## config.mk

```make
export PLATFORM = sky130hd
export DESIGN_NAME = sha1_stream_hasher_top
export DESIGN_NICKNAME = d
export VERILOG_FILES = /design/src/design/sha1_pkg.sv /design/src/design/sha1_datapath.sv /design/src/design/sha1_ctrl.sv /design/src/design/sha1_stream_hasher_top.sv
export SDC_FILE = /design/constraint.sdc
export NUM_CORES = 2
export LEC_CHECK = 0
export BUFFER_PORTS_ARGS = -buffer_cell sky130_fd_sc_hd__clkbuf_2
export CORE_MARGIN = 10
export CORE_UTILIZATION = 55
export CTS_BUF_LIST = sky130_fd_sc_hd__clkbuf_8
export CTS_CLUSTER_DIAMETER = 150
export CTS_CLUSTER_SIZE = 20
export DETAILED_ROUTE_END_ITERATION = 10
export PLACE_DENSITY = 0.74
export SLEW_MARGIN = 25
export SYNTH_ARGS = -nofsm -noshare
export SYNTH_HDL_FRONTEND = slang
export SYNTH_SLANG_ARGS = --single-unit
```

## constraint.sdc

```tcl
create_clock -name clk -period 7.2 [get_ports clk]
set_input_delay 0.72 -clock clk [delete_from_list [all_inputs] [get_ports clk]]
set_output_delay 0.72 -clock clk [all_outputs]
set_load 0.02 [all_outputs]
```

## src/design/sha1_pkg.sv

```systemverilog
// Package for the SHA-1 stream hasher: constants, command and status types.
// Used by the controller, the datapath and the top level.
`default_nettype none
package sha1_pkg;
	localparam int unsigned WordW = 32;
	localparam int unsigned Rounds = 80;
	localparam logic [31:0] H0 = 32'h67452301;
	localparam logic [31:0] H1 = 32'hefcdab89;
	localparam logic [31:0] H2 = 32'h98badcfe;
	localparam logic [31:0] H3 = 32'h10325476;
	localparam logic [31:0] H4 = 32'hc3d2e1f0;
	localparam logic [31:0] K0 = 32'h5a827999;
	localparam logic [31:0] K1 = 32'h6ed9eba1;
	localparam logic [31:0] K2 = 32'h8f1bbcdc;
	localparam logic [31:0] K3 = 32'hca62c1d6;
	localparam logic [7:0] PadByte = 8'h80;
	localparam logic [5:0] LengthPos = 6'd56;

	typedef struct packed {
		logic       put;       // write put_byte at fill position
		logic [7:0] put_byte;
		logic       count_msg; // bump message length
		logic       snap_len;  // capture bit length for padding
		logic       write_len; // place length words 14 and 15
		logic       comp_start;
		logic       round;     // run one compression round
		logic       comp_end;  // fold round vars into chain
		logic       restart;
	} sha1_cmd_t;

	typedef struct packed {
		logic       full;      // fill position is 63 before put
		logic [5:0] fill;
		logic       last_round;
	} sha1_sts_t;
endpackage
`default_nettype wire

```

## src/design/sha1_datapath.sv

```systemverilog
// SHA-1 datapath: block buffer, message schedule, round logic, chain words.
// Depends on sha1_pkg; driven by sha1_ctrl.
`default_nettype none
module sha1_datapath (
	input  wire logic              clk,
	input  wire logic              arst_n,
	input  wire sha1_pkg::sha1_cmd_t cmd,
	output sha1_pkg::sha1_sts_t    sts,
	output logic [31:0]            h_out [5]
);
	logic [31:0] w_q [16];
	logic [31:0] h_q [5];
	logic [31:0] v_q [5];
	logic [5:0]  fill_q;
	logic [63:0] msg_q;
	logic [63:0] bits_q;
	logic [6:0]  rnd_q;
	logic [3:0]  ti;
	logic [31:0] wx, wt, f, kc, tmp;
	logic [4:0]  sh;

	assign ti = rnd_q[3:0];
	assign wx = w_q[ti + 4'd13] ^ w_q[ti + 4'd8] ^ w_q[ti + 4'd2] ^ w_q[ti];
	assign wt = (rnd_q >= 7'd16) ? {wx[30:0], wx[31]} : w_q[ti];
	assign sh = {~fill_q[1:0], 3'b000};

	always_comb begin
		if (rnd_q < 7'd20) begin
			f = (v_q[1] & v_q[2]) | (~v_q[1] & v_q[3]);
			kc = sha1_pkg::K0;
		end else if (rnd_q < 7'd40) begin
			f = v_q[1] ^ v_q[2] ^ v_q[3];
			kc = sha1_pkg::K1;
		end else if (rnd_q < 7'd60) begin
			f = (v_q[1] & v_q[2]) | (v_q[1] & v_q[3]) | (v_q[2] & v_q[3]);
			kc = sha1_pkg::K2;
		end else begin
			f = v_q[1] ^ v_q[2] ^ v_q[3];
			kc = sha1_pkg::K3;
		end
	end
	assign tmp = {v_q[0][26:0], v_q[0][31:27]} + f + v_q[4] + wt + kc;

	assign sts.full = (fill_q == 6'd63);
	assign sts.fill = fill_q;
	assign sts.last_round = (rnd_q == 7'(sha1_pkg::Rounds - 1));
	assign h_out = h_q;

	always_ff @(posedge clk or negedge arst_n) begin
		if (!arst_n) begin
			h_q[0] <= sha1_pkg::H0;
			h_q[1] <= sha1_pkg::H1;
			h_q[2] <= sha1_pkg::H2;
			h_q[3] <= sha1_pkg::H3;
			h_q[4] <= sha1_pkg::H4;
			fill_q <= '0;
			msg_q <= '0;
			rnd_q <= '0;
		end else begin
			if (cmd.count_msg) begin
				msg_q <= msg_q + 64'd1;
			end
			if (cmd.put) begin
				fill_q <= fill_q + 6'd1;
			end
			if (cmd.comp_start) begin
				rnd_q <= '0;
			end else if (cmd.round) begin
				rnd_q <= rnd_q + 7'd1;
			end
			if (cmd.comp_end) begin
				for (int k = 0; k < 5; k++) begin
					h_q[k] <= h_q[k] + v_q[k];
				end
			end
			if (cmd.restart) begin
				h_q[0] <= sha1_pkg::H0;
				h_q[1] <= sha1_pkg::H1;
				h_q[2] <= sha1_pkg::H2;
				h_q[3] <= sha1_pkg::H3;
				h_q[4] <= sha1_pkg::H4;
				fill_q <= '0;
				msg_q <= '0;
				rnd_q <= '0;
			end
		end
	end

	always_ff @(posedge clk) begin
		if (cmd.snap_len) begin
			bits_q <= {msg_q[60:0], 3'b000};
		end
		if (cmd.put) begin
			if (fill_q[1:0] == 2'd0) begin
				w_q[fill_q[5:2]] <= {24'd0, cmd.put_byte} << sh;
			end else begin
				w_q[fill_q[5:2]] <= w_q[fill_q[5:2]] | ({24'd0, cmd.put_byte} << sh);
			end
		end
		if (cmd.write_len) begin
			w_q[14] <= bits_q[63:32];
			w_q[15] <= bits_q[31:0];
		end
		if (cmd.comp_start) begin
			v_q <= h_q;
		end else if (cmd.round) begin
			if (rnd_q >= 7'd16) begin
				w_q[ti] <= wt;
			end
			v_q[4] <= v_q[3];
			v_q[3] <= v_q[2];
			v_q[2] <= {v_q[1][1:0], v_q[1][31:2]};
			v_q[1] <= v_q[0];
			v_q[0] <= tmp;
		end
	end
endmodule
`default_nettype wire

```

## src/design/sha1_ctrl.sv

```systemverilog
// SHA-1 controller: input handshake, padding sequence, compression control.
// Depends on sha1_pkg; commands sha1_datapath.
`default_nettype none
module sha1_ctrl (
	input  wire logic              clk,
	input  wire logic              arst_n,
	input  wire logic              in_valid,
	output logic                   in_ready,
	input  wire logic [7:0]        data_byte,
	input  wire logic              has_byte,
	input  wire logic              finish,
	output logic                   out_valid,
	input  wire logic              out_ready,
	output sha1_pkg::sha1_cmd_t    cmd,
	input  wire sha1_pkg::sha1_sts_t sts
);
	typedef enum logic [6:0] {
		S_IDLE  = 7'b0000001,
		S_INIT  = 7'b0000010,
		S_ROUND = 7'b0000100,
		S_FOLD  = 7'b0001000,
		S_PAD   = 7'b0010000,
		S_LEN   = 7'b0100000,
		S_OUT   = 7'b1000000
	} state_t;

	state_t state_q, state_d;
	logic   fin_q, fin_d;   // finishing: after compression go to pad/out
	logic   padded_q, padded_d; // 0x80 already placed
	logic   lenblk_q, lenblk_d; // current compression is the length block
	logic   acc;

	assign in_ready = (state_q == S_IDLE);
	assign out_valid = (state_q == S_OUT);
	assign acc = in_valid && in_ready;

	always_comb begin
		state_d = state_q;
		fin_d = fin_q;
		padded_d = padded_q;
		lenblk_d = lenblk_q;
		cmd = '0;
		case (state_q)
			S_IDLE: begin
				if (acc) begin
					cmd.put = has_byte;
					cmd.put_byte = data_byte;
					cmd.count_msg = has_byte;
					fin_d = finish;
					padded_d = 1'b0;
					lenblk_d = 1'b0;
					if (has_byte && sts.full) begin
						state_d = S_INIT;
					end else if (finish) begin
						state_d = S_PAD;
					end
				end
			end
			S_PAD: begin
				cmd.snap_len = !padded_q;
				if (sts.fill == sha1_pkg::LengthPos && padded_q) begin
					cmd.write_len = 1'b1;
					lenblk_d = 1'b1;
					state_d = S_INIT;
				end else begin
					cmd.put = 1'b1;
					cmd.put_byte = padded_q ? 8'd0 : sha1_pkg::PadByte;
					padded_d = 1'b1;
					if (sts.full) begin
						state_d = S_INIT;
					end
				end
			end
			S_INIT: begin
				cmd.comp_start = 1'b1;
				state_d = S_ROUND;
			end
			S_ROUND: begin
				cmd.round = 1'b1;
				if (sts.last_round) begin
					state_d = S_FOLD;
				end
			end
			S_FOLD: begin
				cmd.comp_end = 1'b1;
				if (lenblk_q) begin
					state_d = S_OUT;
				end else if (fin_q) begin
					state_d = S_PAD;
				end else begin
					state_d = S_IDLE;
				end
			end
			S_LEN: begin
				state_d = S_IDLE;
			end
			S_OUT: begin
				if (out_ready) begin
					cmd.restart = 1'b1;
					state_d = S_IDLE;
				end
			end
			default: begin
				state_d = S_IDLE;
			end
		endcase
	end

	always_ff @(posedge clk or negedge arst_n) begin
		if (!arst_n) begin
			state_q <= S_IDLE;
			fin_q <= 1'b0;
			padded_q <= 1'b0;
			lenblk_q <= 1'b0;
		end else begin
			state_q <= state_d;
			fin_q <= fin_d;
			padded_q <= padded_d;
			lenblk_q <= lenblk_d;
		end
	end
endmodule
`default_nettype wire

```

## src/design/sha1_stream_hasher_top.sv

```systemverilog
// Top level of the SHA-1 stream hasher: controller plus datapath.
// Depends on sha1_pkg, sha1_ctrl and sha1_datapath.
//
// Input channel (in_valid/in_ready) carries one item per transfer: an
// optional message byte (data_byte when has_byte is 1) and a finish flag.
// An item that neither completes a 64-byte block nor carries finish
// leaves the block idle and ready. The 64th byte of a block starts a
// compression (load step, rounds, fold step) before the next transfer.
// An item with finish pads the block one byte per cycle, appends the bit
// length, compresses (twice if the length does not fit) and presents the
// digest on digest_word0..4 with out_valid. The digest holds until the
// receiver takes it with out_ready; meanwhile no input is accepted.
// After the digest transfer the chain words, byte count and fill position
// return to their initial values for the next message. Sustained rate is
// set by the one-round-per-cycle compression, which takes no input.
// Reset (arst_n low) returns the block to its initial, idle state.
`default_nettype none
module sha1_stream_hasher_top (
	input  wire logic        clk,
	input  wire logic        arst_n,
	input  wire logic        in_valid,
	output logic             in_ready,
	input  wire logic [7:0]  data_byte,
	input  wire logic        has_byte,
	input  wire logic        finish,
	output logic             out_valid,
	input  wire logic        out_ready,
	output logic [31:0]      digest_word0,
	output logic [31:0]      digest_word1,
	output logic [31:0]      digest_word2,
	output logic [31:0]      digest_word3,
	output logic [31:0]      digest_word4
);
	sha1_pkg::sha1_cmd_t cmd;
	sha1_pkg::sha1_sts_t sts;
	logic [31:0] h [5];

	sha1_ctrl u_ctrl (
		.clk(clk), .arst_n(arst_n), .in_valid(in_valid), .in_ready(in_ready),
		.data_byte(data_byte), .has_byte(has_byte), .finish(finish),
		.out_valid(out_valid), .out_ready(out_ready), .cmd(cmd), .sts(sts)
	);

	sha1_datapath u_dp (
		.clk(clk), .arst_n(arst_n), .cmd(cmd), .sts(sts), .h_out(h)
	);

	assign digest_word0 = h[0];
	assign digest_word1 = h[1];
	assign digest_word2 = h[2];
	assign digest_word3 = h[3];
	assign digest_word4 = h[4];
endmodule
`default_nettype wire

```

==> flow_summary.ini <==
[pwr]
switching_share_pct = 21.9
pwr-share-seq_pct = 69.6
p_switching_mw = 1.88
leakage_nw = 24.8
pwr-share-comb_pct = 0.5
power.total_mw = 8.59
ir_drop_mv = 0.167
intPower_mw = 6.71
power.density_mw_per_mm2 = 124
clockPowerShare_pct = 29.9

[worst_hold_path]
min_from = finish
hold-path-cell-count = 3
hold_class = input port to flip-flop

[global_route]
grt_pass1_wl_um = 310000
grt_antenna_before_repair = 8
grt_usage_pct = 31.3
grt_overflow = 0
grt_start_max_net_pins = 99
grt_pass1_vias = 46642

[setup_path]
critPathKind = flip-flop to flip-flop
crit_fanout = 16
arrival_ps = 7470
crit_start = u_dp.rnd_q[0]
timing.rr.end = u_dp.v_q[156]
reg2reg_depth = 26
end_kind = flip-flop
required_ps = 7750
crit_end = u_dp.v_q[156]
start_kind = flip-flop
reg2reg_from = u_dp.rnd_q[0]
worst-r2r-setup-slack_ps = 280

[clock_network]
cts_inserted_buffers = 54
clk_latency_ps = 860
htreeDepth = 2
clk_pin_slew_worst_paths_ps = 140
cts_tree = done
cts_root_buf = clkbuf_8
clkSinkCount = 976
cts.path.max_buffers = 3

[timing]
final-hold-violation-count = 0
slew_viol_final = 0
worst_slew_pin_slew_ps = 1190
tns_ps = 0
fin_skew_ps = 80.4
finalCritPeriodShare_pct = 96.1
relSlewSlack_pct = 20.9
period_minus_slack_ps = 6920
clock.fmax_ghz = 0.145
finalSetupViolCount = 0

[synth]
ys_seq_area_share_pct = 43.5
synth_top_cell_by_area = edfxtp_1
yosysWarnings = 0
synth_nets = 5555
ys_seq_elements = 976
synth_edf_count = 730
mappedNetlistArea_mm2 = 0.0648
synthArstFlopShare_pct = 24.9
yosys_most_used_dff = edfxtp_1
synth_top_cell_area_share_pct = 33.8
synthDistinctLibCells = 85
avgSynthCellArea_um2 = 12.5
synthCells = 5192
yosys-top-cells-area = edfxtp_1 (34%), mux4_2 (21%), dfrtp_1 (6.3%), ha_1 (4.3%), fa_1 (3.8%)

[cells_and_area]
syn2layout_area_growth_pct = 6.96
drive_gt1_share_pct = 22.2
final_common_cell = edfxtp_1
final_util_pct = 59.5
fillers = 9133
final_cell_mix = edfxtp_1 (730), nand2_1 (653), mux4_2 (608), inv_1 (304), nor2_1 (304)
fin_area_mm2 = 0.0693
fin_nets = 5658

[floorplanning]
dieWidth_um = 363
coreArea_mm2 = 0.117
core.rowCount = 125
ios = 176
start_util_pct = 55.6
die_area_mm2 = 0.132
fp.dieH_um = 363

[status]
status = complete, no violations

[placed_design]
place.gp.congestion = 0.980
hpwl_um = 150000
place_area_mm2 = 0.0681
port_buffers = 175

[routing]
num_vias = 48291
drt-initial-drc-count = 6121
remaining_drc_errors = 0
ant_nets = 0
drt-wirelength-per-cell_um = 30.6
via_per_inst = 7.03
wirelength_um = 210000
drt_first_pass_iters = 6

[run]
cap_violations = 0
-- sequential cells by signal, indices dropped and copies added (netlist names), 6 cells and up --
signal	count
u_dp.bits_q	61
u_ctrl.state_q	6
u_dp.msg_q	61
u_dp.h_out	160
u_dp.w_q	512
u_dp.v_q	160
u_dp.fill_q	6
u_dp.rnd_q	7
-- how the worst min path moves through the flow --
| stage | endpoint | slack, ps |
|---|---|---|
| 2_1_floorplan | u_ctrl.fin_q | 420 |
| 3_3_place_gp | u_dp.bits_q[35] | 450 |
| 3_5_place_dp | u_dp.bits_q[63] | 460 |
| 4_1_cts | u_ctrl.fin_q | 60 |
| 5_1_grt | u_ctrl.fin_q | 120 |
| 6_report | u_ctrl.fin_q | 100 |
-- stage by stage --
step                      instances  setup WS (ps)  hold WS, ps
final                          6866            282          101
after floorplan                5192            218          424
after CTS                      6862           25.1         56.0
after detailed placement       6759           50.3          459
after global routing           6866          -3.80          116
after global placement         6758            115          455
-- kinds of logic (layout without fill, tap and decap cells) --
| kind of cell | Yosys count | after routing | share of synthesized area, % |
|---|---|---|---|
| AND/OR/NAND/NOR | 1388 | 1388 | 9.44 |
| flip-flops | 976 | 976 | 43.5 |
| AO/OA/AOI/OAI | 928 | 928 | 9.03 |
| multiplexers | 683 | 683 | 22.3 |
| buffers and inverters | 555 | 704 | 3.35 |
| adder cells (fa/ha/maj) | 349 | 349 | 8.18 |
| XOR/XNOR | 313 | 313 | 4.23 |
| other | 0 | 1 | 0 |
-- cell usage after synthesis (8+ instances only) --
master,n
nor2_1,322
mux2i_1,73
a221oi_1,20
xnor2_1,183
o211ai_1,15
fa_1,124
buf_2,68
and2_1,13
o31ai_1,10
nand3_1,115
nor2b_1,39
o21bai_1,18
o22a_1,33
or2_2,16
edfxtp_1,730
nor3b_1,8
mux4_2,608
or3_1,32
and4_1,12
ha_1,225
nand4_1,16
nor3_1,73
o21ai_0,284
nand2_1,655
clkbuf_1,177
o21a_1,14
o32ai_1,16
o221ai_1,16
o41ai_1,9
xor2_1,130
a211oi_1,14
and3_1,29
a21o_1,81
a221oi_2,12
a31oi_1,37
dfstp_2,81
dfrtp_1,162
inv_1,261
a21oi_1,270
nand2b_1,31
buf_1,44
-- routing by layer --
metal / share of wire (%) / track usage, % / vias up
li1: - / - / 19928
met4: 6.5 / 16.3 / 12
met2: 46 / 50.2 / 3606
met1: 34 / 39.0 / 24008
met5: 0.041 / 0 / -
met3: 13 / 8.39 / 737
-- area by class of cell --
class | instances | area [um2] | area share (%)
Clock inverter | 47 | 198 | 0.285
Multi-Input combinational cell | 3661 | 34800 | 50.2
Inverter | 266 | 1000 | 1.44
Clock buffer | 55 | 757 | 1.09
Sequential cell | 976 | 28200 | 40.7
Timing Repair Buffer | 336 | 2480 | 3.59
Antenna cell | 1 | 2.50 | 0.00361
Tap cell | 1524 | 1910 | 2.75
-- power by group through the flow --
| stage | clock [mW] | sequential [mW] | combinational [mW] |
|---|---|---|---|
| after CTS | 2.57 | 5.98 | 0.0464 |
| final | 2.57 | 5.98 | 0.0461 |
| after global placement | 0 | 6.10 | 0.0449 |
| after floorplan | 0 | 6.10 | 0.000253 |
| after global routing | 2.76 | 5.98 | 0.0491 |
| after detailed placement | 0 | 6.10 | 0.0459 |
-- what timing repair did --
item                                    in CTS  in global routing
endpoints found under the hold margin       39                  0
endpoints found under the setup margin       0                 14
gates resized for setup                      0                 30
setup buffers                                0                  1
hold buffers                                 1                  0
-- worst max-delay path: stages (launching register included) --
cell and delay (ps):
dfrtp_4 560, ha_4 390, buf_12 170, buf_6 200, mux4_2 320, mux4_2 480, xnor2_1 160, xnor2_1 280
nor2_1 70, a31oi_1 410, fa_1 480, inv_1 70, fa_1 410, inv_1 80, fa_1 410, inv_1 70
ha_1 280, a21o_1 220, a311oi_2 300, o311ai_0 180, a31oi_1 210, o41ai_1 110, buf_4 150, a21o_1 170
a21oi_1 160, xor2_1 160, o21ai_0 100
No activity file was read; power rests on OpenSTA's default activity.
